`src/swsfr_pkg.sv`:
```
`timescale 1ns / 1ps
package swsfr_pkg;

  localparam int unsigned FUNC_W    = 2;
  localparam int unsigned DATA_W    = 64;
  localparam int unsigned SEQ_W     = 3;
  localparam int unsigned WS_W      = 3;
  localparam int unsigned SLOTS     = 3;

  localparam logic [WS_W-1:0] WS_RESET  = 3'd4;
  localparam logic [1:0]      DUP_LIMIT = 2'd3;

  typedef enum logic [FUNC_W-1:0] {
    FN_SEND  = 2'd0,
    FN_ACK   = 2'd1,
    FN_TIMER = 2'd2
  } func_e;

  typedef enum logic [2:0] {
    ACT_REFUSED  = 3'd0,
    ACT_TRANSMIT = 3'd1,
    ACT_START    = 3'd2,
    ACT_STOP     = 3'd3,
    ACT_NOTHING  = 3'd4
  } act_e;

  // results planned for one item, emitted slot 0 first
  typedef struct packed {
    logic [1:0]                   last_idx;
    act_e [SLOTS-1:0]             act;
    logic [SLOTS-1:0][SEQ_W-1:0]  seq;
    logic                         use_ram;
    logic                         busy;
  } plan_t;

endpackage

```
`src/swsfr_in_if.sv`:
```
`timescale 1ns / 1ps
interface swsfr_in_if;
  import swsfr_pkg::*;

  logic                valid;
  logic                ready;
  logic [FUNC_W-1:0]   func;
  logic [DATA_W-1:0]   payload;
  logic [SEQ_W-1:0]    ack_number;
  logic                ack_valid;
  logic [SEQ_W-1:0]    timer_seq;

  modport source (output valid, func, payload, ack_number, ack_valid, timer_seq,
                  input ready);
  modport sink   (input valid, func, payload, ack_number, ack_valid, timer_seq,
                  output ready);
endinterface

```
`src/swsfr_out_if.sv`:
```
`timescale 1ns / 1ps
interface swsfr_out_if;
  import swsfr_pkg::*;

  logic                valid;
  logic                ready;
  logic [2:0]          action;
  logic [SEQ_W-1:0]    seq;
  logic [DATA_W-1:0]   payload_out;
  logic                busy_res;
  logic                last;

  modport source (output valid, action, seq, payload_out, busy_res, last,
                  input ready);
  modport sink   (input valid, action, seq, payload_out, busy_res, last,
                  output ready);
endinterface

```
`src/swsfr_cfg_if.sv`:
```
`timescale 1ns / 1ps
interface swsfr_cfg_if;
  import swsfr_pkg::*;

  logic              valid;
  logic              ready;
  logic [WS_W-1:0]   win_limit;

  modport source (output valid, win_limit, input ready);
  modport sink   (input valid, win_limit, output ready);
endinterface

```
`src/swsfr_ram.sv`:
```
`timescale 1ns / 1ps
module swsfr_ram #(
  parameter int unsigned WIDTH = 64,
  parameter int unsigned DEPTH = 8
) (
  input  logic                     clk_i,
  input  logic                     we_i,
  input  logic [$clog2(DEPTH)-1:0] waddr_i,
  input  logic [WIDTH-1:0]         wdata_i,
  input  logic                     re_i,
  input  logic [$clog2(DEPTH)-1:0] raddr_i,
  output logic [WIDTH-1:0]         rdata_o
);

  logic [WIDTH-1:0] mem_q [DEPTH];
  logic [WIDTH-1:0] rdata_q;

  always_ff @(posedge clk_i) begin
    if (we_i) begin
      mem_q[waddr_i] <= wdata_i;
    end
    if (re_i) begin
      rdata_q <= mem_q[raddr_i];
    end
  end

  assign rdata_o = rdata_q;

endmodule

```
`src/swsfr_ctrl.sv`:
```
`timescale 1ns / 1ps
module swsfr_ctrl #(
  parameter int unsigned SEQ_COUNT    = 8,
  parameter int unsigned PAYLOAD_BITS = 64
) (
  input  logic                         clk_i,
  input  logic                         rst_ni,
  swsfr_in_if.sink                     in_ch,
  swsfr_cfg_if.sink                    cfg_ch,
  output logic                         ram_we_o,
  output logic [$clog2(SEQ_COUNT)-1:0] ram_waddr_o,
  output logic [PAYLOAD_BITS-1:0]      ram_wdata_o,
  output logic                         ram_re_o,
  output logic [$clog2(SEQ_COUNT)-1:0] ram_raddr_o,
  output swsfr_pkg::plan_t             plan_o,
  output logic                         plan_valid_o,
  output logic [PAYLOAD_BITS-1:0]      plan_data_o,
  input  logic                         plan_take_i
);
  import swsfr_pkg::*;

  localparam int unsigned SW = $clog2(SEQ_COUNT);
  localparam int unsigned CW = ((SW > SEQ_W) ? SW : SEQ_W) + 1;
  localparam logic [CW-1:0] SEQ_C  = CW'(SEQ_COUNT);
  localparam logic [SW-1:0] SEQ_MAX = SW'(SEQ_COUNT - 1);

  // input register
  logic                    inq_valid_q;
  logic [FUNC_W-1:0]       func_q;
  logic [PAYLOAD_BITS-1:0] data_q;
  logic [SEQ_W-1:0]        ack_q;
  logic                    ackv_q;
  logic [SEQ_W-1:0]        tseq_q;

  // sender state
  logic [SW-1:0] base_q, base_d;
  logic [SW-1:0] next_q, next_d;
  logic [1:0]    dup_q, dup_d;
  logic          full_q, full_d;
  logic [WS_W-1:0] ws_q;

  plan_t                   plan_q, plan_d;
  logic                    plan_valid_q;
  logic [PAYLOAD_BITS-1:0] plan_data_q;

  logic move;
  logic in_acc;

  logic [CW-1:0] base_c, next_c, ack_c, ws_c, next_inc_c;
  logic [SW-1:0] next_inc, ack_sw;
  logic [1:0]    dup_inc;
  logic          ack_ok;

  function automatic logic [CW-1:0] seq_span(logic [CW-1:0] a, logic [CW-1:0] b);
    return (a >= b) ? (a - b) : (a + SEQ_C - b);
  endfunction

  assign move   = inq_valid_q && (!plan_valid_q || plan_take_i);
  assign in_ch.ready = !inq_valid_q || move;
  assign in_acc = in_ch.valid && in_ch.ready;
  assign cfg_ch.ready = 1'b1;

  always_ff @(posedge clk_i or negedge rst_ni) begin
    if (!rst_ni) begin
      inq_valid_q <= 1'b0;
    end else if (in_acc) begin
      inq_valid_q <= 1'b1;
    end else if (move) begin
      inq_valid_q <= 1'b0;
    end
  end

  always_ff @(posedge clk_i) begin
    if (in_acc) begin
      func_q <= in_ch.func;
      data_q <= in_ch.payload[PAYLOAD_BITS-1:0];
      ack_q  <= in_ch.ack_number;
      ackv_q <= in_ch.ack_valid;
      tseq_q <= in_ch.timer_seq;
    end
  end

  assign base_c     = CW'(base_q);
  assign next_c     = CW'(next_q);
  assign ack_c      = CW'(ack_q);
  assign ws_c       = CW'(ws_q);
  assign ack_sw     = ack_c[SW-1:0];
  assign next_inc   = (next_q == SEQ_MAX) ? '0 : next_q + SW'(1);
  assign next_inc_c = CW'(next_inc);
  assign dup_inc    = dup_q + 2'd1;
  assign ack_ok     = ackv_q && (ack_c < SEQ_C);

  always_comb begin
    plan_d          = '0;
    plan_d.act      = {SLOTS{ACT_NOTHING}};
    base_d          = base_q;
    next_d          = next_q;
    dup_d           = dup_q;
    full_d          = full_q;
    ram_we_o        = 1'b0;
    ram_raddr_o     = base_q;
    case (func_q)
      FN_SEND: begin
        if (full_q) begin
          plan_d.act[0] = ACT_REFUSED;
          plan_d.seq[0] = next_c[SEQ_W-1:0];
        end else begin
          ram_we_o      = move;
          plan_d.act[0] = ACT_TRANSMIT;
          plan_d.seq[0] = next_c[SEQ_W-1:0];
          if (base_q == next_q) begin
            plan_d.act[1]   = ACT_START;
            plan_d.seq[1]   = next_c[SEQ_W-1:0];
            plan_d.last_idx = 2'd1;
          end
          next_d = next_inc;
          if (seq_span(next_inc_c, base_c) >= ws_c) begin
            full_d = 1'b1;
          end
        end
      end
      FN_ACK: begin
        ram_raddr_o   = ack_sw;
        plan_d.seq[0] = ack_q;
        if (ack_ok) begin
          if ((seq_span(ack_c, base_c) < ws_c) && (ack_q != base_c[SEQ_W-1:0] ||
              ack_c != base_c)) begin
            full_d        = 1'b0;
            plan_d.act[0] = ACT_STOP;
            plan_d.seq[0] = base_c[SEQ_W-1:0];
            if (ack_c != next_c) begin
              plan_d.act[1]   = ACT_START;
              plan_d.seq[1]   = ack_q;
              plan_d.last_idx = 2'd1;
            end
            dup_d  = 2'd0;
            base_d = ack_sw;
          end else if (dup_inc == DUP_LIMIT) begin
            plan_d.act[0]  = ACT_TRANSMIT;
            plan_d.use_ram = 1'b1;
            dup_d          = 2'd0;
          end else begin
            dup_d = dup_inc;
          end
        end
      end
      FN_TIMER: begin
        plan_d.act[0]   = ACT_STOP;
        plan_d.seq[0]   = tseq_q;
        plan_d.act[1]   = ACT_START;
        plan_d.seq[1]   = tseq_q;
        plan_d.act[2]   = ACT_TRANSMIT;
        plan_d.seq[2]   = base_c[SEQ_W-1:0];
        plan_d.use_ram  = 1'b1;
        plan_d.last_idx = 2'd2;
      end
      default: begin
      end
    endcase
    plan_d.busy = full_d;
  end

  assign ram_waddr_o = next_q;
  assign ram_wdata_o = data_q;
  assign ram_re_o    = move;

  always_ff @(posedge clk_i or negedge rst_ni) begin
    if (!rst_ni) begin
      base_q       <= '0;
      next_q       <= '0;
      dup_q        <= 2'd0;
      full_q       <= 1'b0;
      ws_q         <= WS_RESET;
      plan_valid_q <= 1'b0;
    end else begin
      if (cfg_ch.valid) begin
        ws_q <= cfg_ch.win_limit;
      end
      if (move) begin
        base_q       <= base_d;
        next_q       <= next_d;
        dup_q        <= dup_d;
        full_q       <= full_d;
        plan_valid_q <= 1'b1;
      end else if (plan_take_i) begin
        plan_valid_q <= 1'b0;
      end
    end
  end

  always_ff @(posedge clk_i) begin
    if (move) begin
      plan_q      <= plan_d;
      plan_data_q <= data_q;
    end
  end

  assign plan_o       = plan_q;
  assign plan_valid_o = plan_valid_q;
  assign plan_data_o  = plan_data_q;

endmodule

```
`src/swsfr_out.sv`:
```
`timescale 1ns / 1ps
module swsfr_out #(
  parameter int unsigned PAYLOAD_BITS = 64
) (
  input  logic                    clk_i,
  input  logic                    rst_ni,
  input  swsfr_pkg::plan_t        plan_i,
  input  logic                    plan_valid_i,
  input  logic [PAYLOAD_BITS-1:0] plan_data_i,
  input  logic [PAYLOAD_BITS-1:0] ram_rdata_i,
  output logic                    plan_take_o,
  swsfr_out_if.source             out_ch
);
  import swsfr_pkg::*;

  logic [1:0]          idx_q;
  logic                out_valid_q;
  act_e                action_q;
  logic [SEQ_W-1:0]    seq_q;
  logic [DATA_W-1:0]   payload_q;
  logic                busy_q;
  logic                last_q;

  logic                    load;
  logic                    is_last;
  act_e                    act_sel;
  logic [PAYLOAD_BITS-1:0] data_sel;
  logic [DATA_W-1:0]       payload_d;

  assign load        = plan_valid_i && (!out_valid_q || out_ch.ready);
  assign is_last     = (idx_q == plan_i.last_idx);
  assign plan_take_o = load && is_last;
  assign act_sel     = plan_i.act[idx_q];
  assign data_sel    = plan_i.use_ram ? ram_rdata_i : plan_data_i;
  assign payload_d   = (act_sel == ACT_TRANSMIT) ? DATA_W'(data_sel) : '0;

  always_ff @(posedge clk_i or negedge rst_ni) begin
    if (!rst_ni) begin
      idx_q       <= 2'd0;
      out_valid_q <= 1'b0;
    end else begin
      if (load) begin
        out_valid_q <= 1'b1;
        idx_q       <= is_last ? 2'd0 : idx_q + 2'd1;
      end else if (out_ch.ready) begin
        out_valid_q <= 1'b0;
      end
    end
  end

  always_ff @(posedge clk_i) begin
    if (load) begin
      action_q  <= act_sel;
      seq_q     <= plan_i.seq[idx_q];
      payload_q <= payload_d;
      busy_q    <= plan_i.busy;
      last_q    <= is_last;
    end
  end

  assign out_ch.valid       = out_valid_q;
  assign out_ch.action      = action_q;
  assign out_ch.seq         = seq_q;
  assign out_ch.payload_out = payload_q;
  assign out_ch.busy_res    = busy_q;
  assign out_ch.last        = last_q;

endmodule

```
`src/sliding_window_sender_fast_retransmit.sv`:
```
`timescale 1ns / 1ps
// Sender side of a sliding-window link with cumulative acks and fast
// retransmit. Each input item is a send, ack or timer event; it yields one to
// three result items (the last one flagged). An item passes an input
// register, a decode stage whose state and plan registers hold the window
// update and the planned results, and an output register. One item enters
// per cycle as long as each yields a single result and the output does not
// stall; an item with two or three results holds the output sequencer until
// its last result is loaded, so the rate is one item per result produced.
// The payload store is a SEQ_COUNT-entry RAM with a registered read port;
// entries are not cleared after reset. The window limit is taken on the
// config channel at any time and applies to the next decoded item.
module sliding_window_sender_fast_retransmit #(
  parameter int unsigned SEQ_COUNT    = 8,
  parameter int unsigned PAYLOAD_BITS = 64
) (
  input  logic        clk_i,
  input  logic        rst_ni,
  swsfr_in_if.sink    in_ch,
  swsfr_out_if.source out_ch,
  swsfr_cfg_if.sink   cfg_ch
);
  import swsfr_pkg::*;

  localparam int unsigned SW = $clog2(SEQ_COUNT);

  logic                    ram_we;
  logic [SW-1:0]           ram_waddr;
  logic [PAYLOAD_BITS-1:0] ram_wdata;
  logic                    ram_re;
  logic [SW-1:0]           ram_raddr;
  logic [PAYLOAD_BITS-1:0] ram_rdata;

  plan_t                   plan;
  logic                    plan_valid;
  logic [PAYLOAD_BITS-1:0] plan_data;
  logic                    plan_take;

  swsfr_ctrl #(
    .SEQ_COUNT    (SEQ_COUNT),
    .PAYLOAD_BITS (PAYLOAD_BITS)
  ) u_ctrl (
    .clk_i        (clk_i),
    .rst_ni       (rst_ni),
    .in_ch        (in_ch),
    .cfg_ch       (cfg_ch),
    .ram_we_o     (ram_we),
    .ram_waddr_o  (ram_waddr),
    .ram_wdata_o  (ram_wdata),
    .ram_re_o     (ram_re),
    .ram_raddr_o  (ram_raddr),
    .plan_o       (plan),
    .plan_valid_o (plan_valid),
    .plan_data_o  (plan_data),
    .plan_take_i  (plan_take)
  );

  swsfr_ram #(
    .WIDTH (PAYLOAD_BITS),
    .DEPTH (SEQ_COUNT)
  ) u_store (
    .clk_i   (clk_i),
    .we_i    (ram_we),
    .waddr_i (ram_waddr),
    .wdata_i (ram_wdata),
    .re_i    (ram_re),
    .raddr_i (ram_raddr),
    .rdata_o (ram_rdata)
  );

  swsfr_out #(
    .PAYLOAD_BITS (PAYLOAD_BITS)
  ) u_out (
    .clk_i        (clk_i),
    .rst_ni       (rst_ni),
    .plan_i       (plan),
    .plan_valid_i (plan_valid),
    .plan_data_i  (plan_data),
    .ram_rdata_i  (ram_rdata),
    .plan_take_o  (plan_take),
    .out_ch       (out_ch)
  );

endmodule

```
`src/flat_wrapper.sv`:
```
// flat-port wrapper written by rule: the top's interface ports become plain ports
module sliding_window_sender_fast_retransmit_flat import swsfr_pkg::*;
#(
  parameter int unsigned SEQ_COUNT    = 8,
  parameter int unsigned PAYLOAD_BITS = 64
)
  (clk_i, rst_ni, in_ch_valid, in_ch_func, in_ch_payload, in_ch_ack_number, in_ch_ack_valid, in_ch_timer_seq, in_ch_ready, out_ch_valid, out_ch_action, out_ch_seq, out_ch_payload_out, out_ch_busy_res, out_ch_last, out_ch_ready, cfg_ch_valid, cfg_ch_win_limit, cfg_ch_ready);
  swsfr_in_if in_ch_i ();
  swsfr_out_if out_ch_i ();
  swsfr_cfg_if cfg_ch_i ();
  input  logic clk_i;
  input  logic rst_ni;
  input wire logic [$bits(in_ch_i.valid)-1:0] in_ch_valid;
  input wire logic [$bits(in_ch_i.func)-1:0] in_ch_func;
  input wire logic [$bits(in_ch_i.payload)-1:0] in_ch_payload;
  input wire logic [$bits(in_ch_i.ack_number)-1:0] in_ch_ack_number;
  input wire logic [$bits(in_ch_i.ack_valid)-1:0] in_ch_ack_valid;
  input wire logic [$bits(in_ch_i.timer_seq)-1:0] in_ch_timer_seq;
  output wire logic [$bits(in_ch_i.ready)-1:0] in_ch_ready;
  output wire logic [$bits(out_ch_i.valid)-1:0] out_ch_valid;
  output wire logic [$bits(out_ch_i.action)-1:0] out_ch_action;
  output wire logic [$bits(out_ch_i.seq)-1:0] out_ch_seq;
  output wire logic [$bits(out_ch_i.payload_out)-1:0] out_ch_payload_out;
  output wire logic [$bits(out_ch_i.busy_res)-1:0] out_ch_busy_res;
  output wire logic [$bits(out_ch_i.last)-1:0] out_ch_last;
  input wire logic [$bits(out_ch_i.ready)-1:0] out_ch_ready;
  input wire logic [$bits(cfg_ch_i.valid)-1:0] cfg_ch_valid;
  input wire logic [$bits(cfg_ch_i.win_limit)-1:0] cfg_ch_win_limit;
  output wire logic [$bits(cfg_ch_i.ready)-1:0] cfg_ch_ready;
  assign in_ch_i.valid = in_ch_valid;
  assign in_ch_i.func = in_ch_func;
  assign in_ch_i.payload = in_ch_payload;
  assign in_ch_i.ack_number = in_ch_ack_number;
  assign in_ch_i.ack_valid = in_ch_ack_valid;
  assign in_ch_i.timer_seq = in_ch_timer_seq;
  assign in_ch_ready = in_ch_i.ready;
  assign out_ch_valid = out_ch_i.valid;
  assign out_ch_action = out_ch_i.action;
  assign out_ch_seq = out_ch_i.seq;
  assign out_ch_payload_out = out_ch_i.payload_out;
  assign out_ch_busy_res = out_ch_i.busy_res;
  assign out_ch_last = out_ch_i.last;
  assign out_ch_i.ready = out_ch_ready;
  assign cfg_ch_i.valid = cfg_ch_valid;
  assign cfg_ch_i.win_limit = cfg_ch_win_limit;
  assign cfg_ch_ready = cfg_ch_i.ready;
  sliding_window_sender_fast_retransmit #(.SEQ_COUNT(SEQ_COUNT), .PAYLOAD_BITS(PAYLOAD_BITS)) u_core (.clk_i(clk_i), .rst_ni(rst_ni), .in_ch(in_ch_i), .out_ch(out_ch_i), .cfg_ch(cfg_ch_i));
endmodule
```
`config.mk`:
```
export PLATFORM = sky130hd
export DESIGN_NAME = sliding_window_sender_fast_retransmit_flat
export DESIGN_NICKNAME = d
export VERILOG_FILES = /design/src/swsfr_pkg.sv /design/src/swsfr_in_if.sv /design/src/swsfr_out_if.sv /design/src/swsfr_cfg_if.sv /design/src/swsfr_ram.sv /design/src/swsfr_ctrl.sv /design/src/swsfr_out.sv /design/src/sliding_window_sender_fast_retransmit.sv /design/src/flat_wrapper.sv
export SDC_FILE = /design/constraint.sdc
export NUM_CORES = 1
export LEC_CHECK = 0
export BUFFER_PORTS_ARGS = -buffer_cell sky130_fd_sc_hd__buf_2
export CORE_MARGIN = 3
export CORE_UTILIZATION = 40
export DETAILED_ROUTE_END_ITERATION = 16
export HOLD_SLACK_MARGIN = 0.08
export REMOVE_ABC_BUFFERS = 1
export SETUP_SLACK_MARGIN = 0.3
export SYNTH_ARGS = -nofsm -noshare
export SYNTH_HDL_FRONTEND = slang
export SYNTH_HIERARCHICAL = 1
export SYNTH_SLANG_ARGS = --single-unit
```
`constraint.sdc`:
```
create_clock -name clk_i -period 11.25 [get_ports clk_i]
set_input_delay 2.25 -clock clk_i [delete_from_list [all_inputs] [get_ports clk_i]]
set_output_delay 2.25 -clock clk_i [all_outputs]
set_load 0.1 [all_outputs]
```
==> results.ini <==
[sta]
achievable-frequency_mhz=166.6
hold_violations=0
fin_skew_ns=0.02242
fin_hold_ws_ns=0.4272
worst_pin_slew_ns=1.151
relSlewSlack_pct=23.25
fin_crit_sh_pct=53.37
setup_slack_ns=5.246
rsz0062_at_grt=no
setup_viol=0
fin_crit_ns=6.004
maxSlewViolCount=0

[route]
ant_nets=0
viasPerCell=5.131
wl_per_cell_um=22.49
routed_wl_mm=61.24
route.vias.total=13972
drcViolationCount=0
drtIter0Drc=1052
drtPass1Iterations=5

[layout]
layout-drive-gt1-share_pct=34.90
finalNetCount=1709
final_cells=2723
area_growth_pct=15.19
num-fill-cells=6390
fin_util_pct=46.67

[power]
p_sw_mw=3.234
max-vdd-ir-drop_v=0.0003241
p_leak_nw=12.03
powerDensity_nw_per_um2=273.1
swShare_pct=32.65
p_int_mw=6.671
pwr-share-comb_pct=27.9
clock_power_share_pct=29.0
sequentialPowerShare_pct=43.1

[critical_path]
cpMostUsedCell=nand2b_1
cp.arrival_ns=6.25
crit_fanout=84
critPathMaxStageDelay_ns=0.80
critPathBufInv=4
critical_path_class=in -> reg
start_kind=primary input
cp-end-kind=flop
crit_slowest_cell=nor2_4
path_cells=buf_2 > nand2b_1 > and2_4 > and2_1 > nand2b_1 > nand2_1 > inv_6 > nand3_1 > inv_1 > nand2b_1 > nor2_4 > buf_4
crit_required_ns=11.49
critPathTopFamily=simple AND/OR/NAND/NOR gates
rrSetupSlack_ns=6.35

[placement]
dp_hpwl_mm=34.63
io_buffers=154
dp_cells=2556
place_congestion=0.7468
pre_cts_ws_ns=4.527

[synth]
synth_edf_count=804
synthTopCellsByCount=804 x edfxtp_1, 128 x mux4_2, 73 x mux2i_1
yosysMostFrequentCell=edfxtp_1
yosysWarningCount=6
yosysTopAreaCellShare_pct=76.67
syn_inst=1411
ys_ff_latch=821
synth_top_cell_by_area=edfxtp_1
syn_area_um2=31490
synth_seq_area_share_pct=78.03
synth_area_leaders=edfxtp_1 77%, mux4_2 9.2%, mux2_2 2.4%
synthArstFlopShare_pct=2.071
ys_types=57
synth.avg_cell_area_um2=22.32
synthFlopType=edfxtp_1

[clocking]
clk_latency_ns=0.63
postCtsSetupBuffers=0
cts_resized=0
cts-root-buf=clkbuf_16
cts_sinks=821
cts-hold-fix-buffers=0
cts_tree=done
clockBufferDepth=3
htree_levels=3
numCtsBuffers=89
cts.clk_slew.worst_paths_ns=0.05

[global_routing]
antenna_found_initial=0
grt_start_max_net_pins=85
grt-ovfl-total=0
grt_pass1_wl_mm=93.78
grt_usage_pct=15.10
first_global_vias=15191

[die]
fp.dieH_um=286.6
rows=102
die_area_um2=82120
start_util_pct=40.51
die_w_um=286.6
ioPinCount=156
core_um2=77720

[run]
drv_cap=0

[min_path]
hold_path_class=reg -> reg

[status]
status=finished clean

==> worst paths after layout <==
path,startpoint,to,depth (start not counted)
worst max register to register,u_core/u_out/idx_q[1]$_DFFE_PN0P_,u_core/u_store/mem_q[1][26]$_DFFE_PP_,11
max in group asynchronous,rst_ni,u_core/u_ctrl/ws_q[2]$_DFFE_PN1P_,1
worst max-delay path,out_ch_ready,u_core/u_store/mem_q[1][26]$_DFFE_PP_,12
worst min register to register,u_core/u_ctrl/plan_o[0]$_DFFE_PP_,u_core/u_out/out_ch.busy_res$_DFFE_PP_,0
min in group asynchronous,rst_ni,u_core/u_ctrl/dup_q[1]$_DFFE_PN0P_,1
worst min-delay path,u_core/u_ctrl/plan_o[0]$_DFFE_PP_,u_core/u_out/out_ch.busy_res$_DFFE_PP_,0
==> registers in the layout, summed over array words and instances (netlist names), 19 cells and up <==
register	cells
u_core/u_ctrl/plan_data_o	64
u_core/u_ctrl/plan_o	19
u_core/u_ctrl/ram_wdata_o	64
u_core/u_out/out_ch.payload_out	64
u_core/u_store/mem_q	512
u_core/u_store/rdata_o	64
==> worst reg2reg max path, stage by stage, from the launching register on <==
cell	delay (ns)
dfrtp_1	0.67
xor2_1	0.23
nor2_1	0.16
and2_1	0.15
nand2b_1	0.13
nand2_1	0.21
inv_6	0.67
nand3_1	0.36
inv_1	0.15
nand2b_1	0.23
nor2_4	0.80
buf_4	0.70
==> cell families after synthesis <==
family | Yosys count | synth area share [%]
AOI/OAI and AO/OA | 52 | 1.208
xor gates and xnor gates | 7 | 0.1947
adders and majority gates | 21 | 0.9298
buffers and inverters | 104 | 2.082
DFF | 821 | 78.03
muxes | 269 | 13.91
other | 2 | 0.02385
and+or+nand+nor | 135 | 3.624
==> routing by layer <==
metal | GRT usage (%) | routed length (um) | vias to the layer above | part of all wire [%]
met5 | 0 | 0 | - | 0
met4 | 4.478 | 1138 | 0 | 1.9
met3 | 2.415 | 2732 | 76 | 4.5
met2 | 25.22 | 30630 | 315 | 50
met1 | 20.54 | 26740 | 7363 | 44
li1 | - | - | 6218 | -
==> metrics by stage <==
stage               power, mW  cell area [um2]  TNS [ns]
floorplan               7.011            30940   -902.71
global route            10.36            36270         0
detailed placement      7.157            33330         0
finish                  9.905            36270         0
CTS                     10.06            36270         0
global placement        7.107            33330         0
==> layout by cell type (no fill, tap or decap), types with 3 or more instances in the layout <==
cell type,netlist,layout
conb_1,2,3
nor4_2,59,59
nor2b_1,3,3
o21ai_4,0,3
clkinv_2,0,15
o22ai_1,4,4
inv_1,29,28
a31oi_1,3,3
clkbuf_8,0,3
clkbuf_16,0,90
o21ai_0,15,12
dfrtp_1,16,16
fa_1,4,4
edfxtp_1,804,804
ha_1,17,17
nor4_1,5,5
clkinvlp_4,0,3
inv_6,0,3
clkinv_1,0,18
nand2_1,24,24
mux4_2,128,128
mux2i_1,73,73
bufinv_16,0,10
xnor2_1,3,3
nor2_4,0,6
clkbuf_1,13,19
o21ba_2,3,3
buf_2,8,154
nor2_1,13,7
a21o_1,3,3
clkinv_8,0,3
nand2b_1,10,10
xor2_1,4,4
buf_4,14,25
nand3_1,5,5
a32oi_1,4,4
mux2_2,67,67
a22o_1,3,3
==> area by class of cell <==
| cell class | count | area [um2] | area share, % |
|---|---|---|---|
| clock buffer | 112 | 2365 | 6.520 |
| inverter | 29 | 113.9 | 0.3139 |
| tap | 1040 | 1301 | 3.588 |
| sequential | 821 | 24570 | 67.74 |
| multi-input combinational | 487 | 6391 | 17.62 |
| clock inverter | 54 | 569.3 | 1.570 |
| timing repair buffer | 179 | 958.4 | 2.642 |
| antenna | 1 | 2.502 | 0.006899 |
==> power groups by stage <==
stage | clock [mW] | sequential [mW] | combinational, mW
finish | 2.88 | 4.27 | 2.76
global route | 3.08 | 4.32 | 2.96
CTS | 2.95 | 4.28 | 2.83
detailed placement | 0 | 4.34 | 2.82
global placement | 0 | 4.32 | 2.78
floorplan | 0 | 4.84 | 2.17
Power figures use the tool's default switching activity.
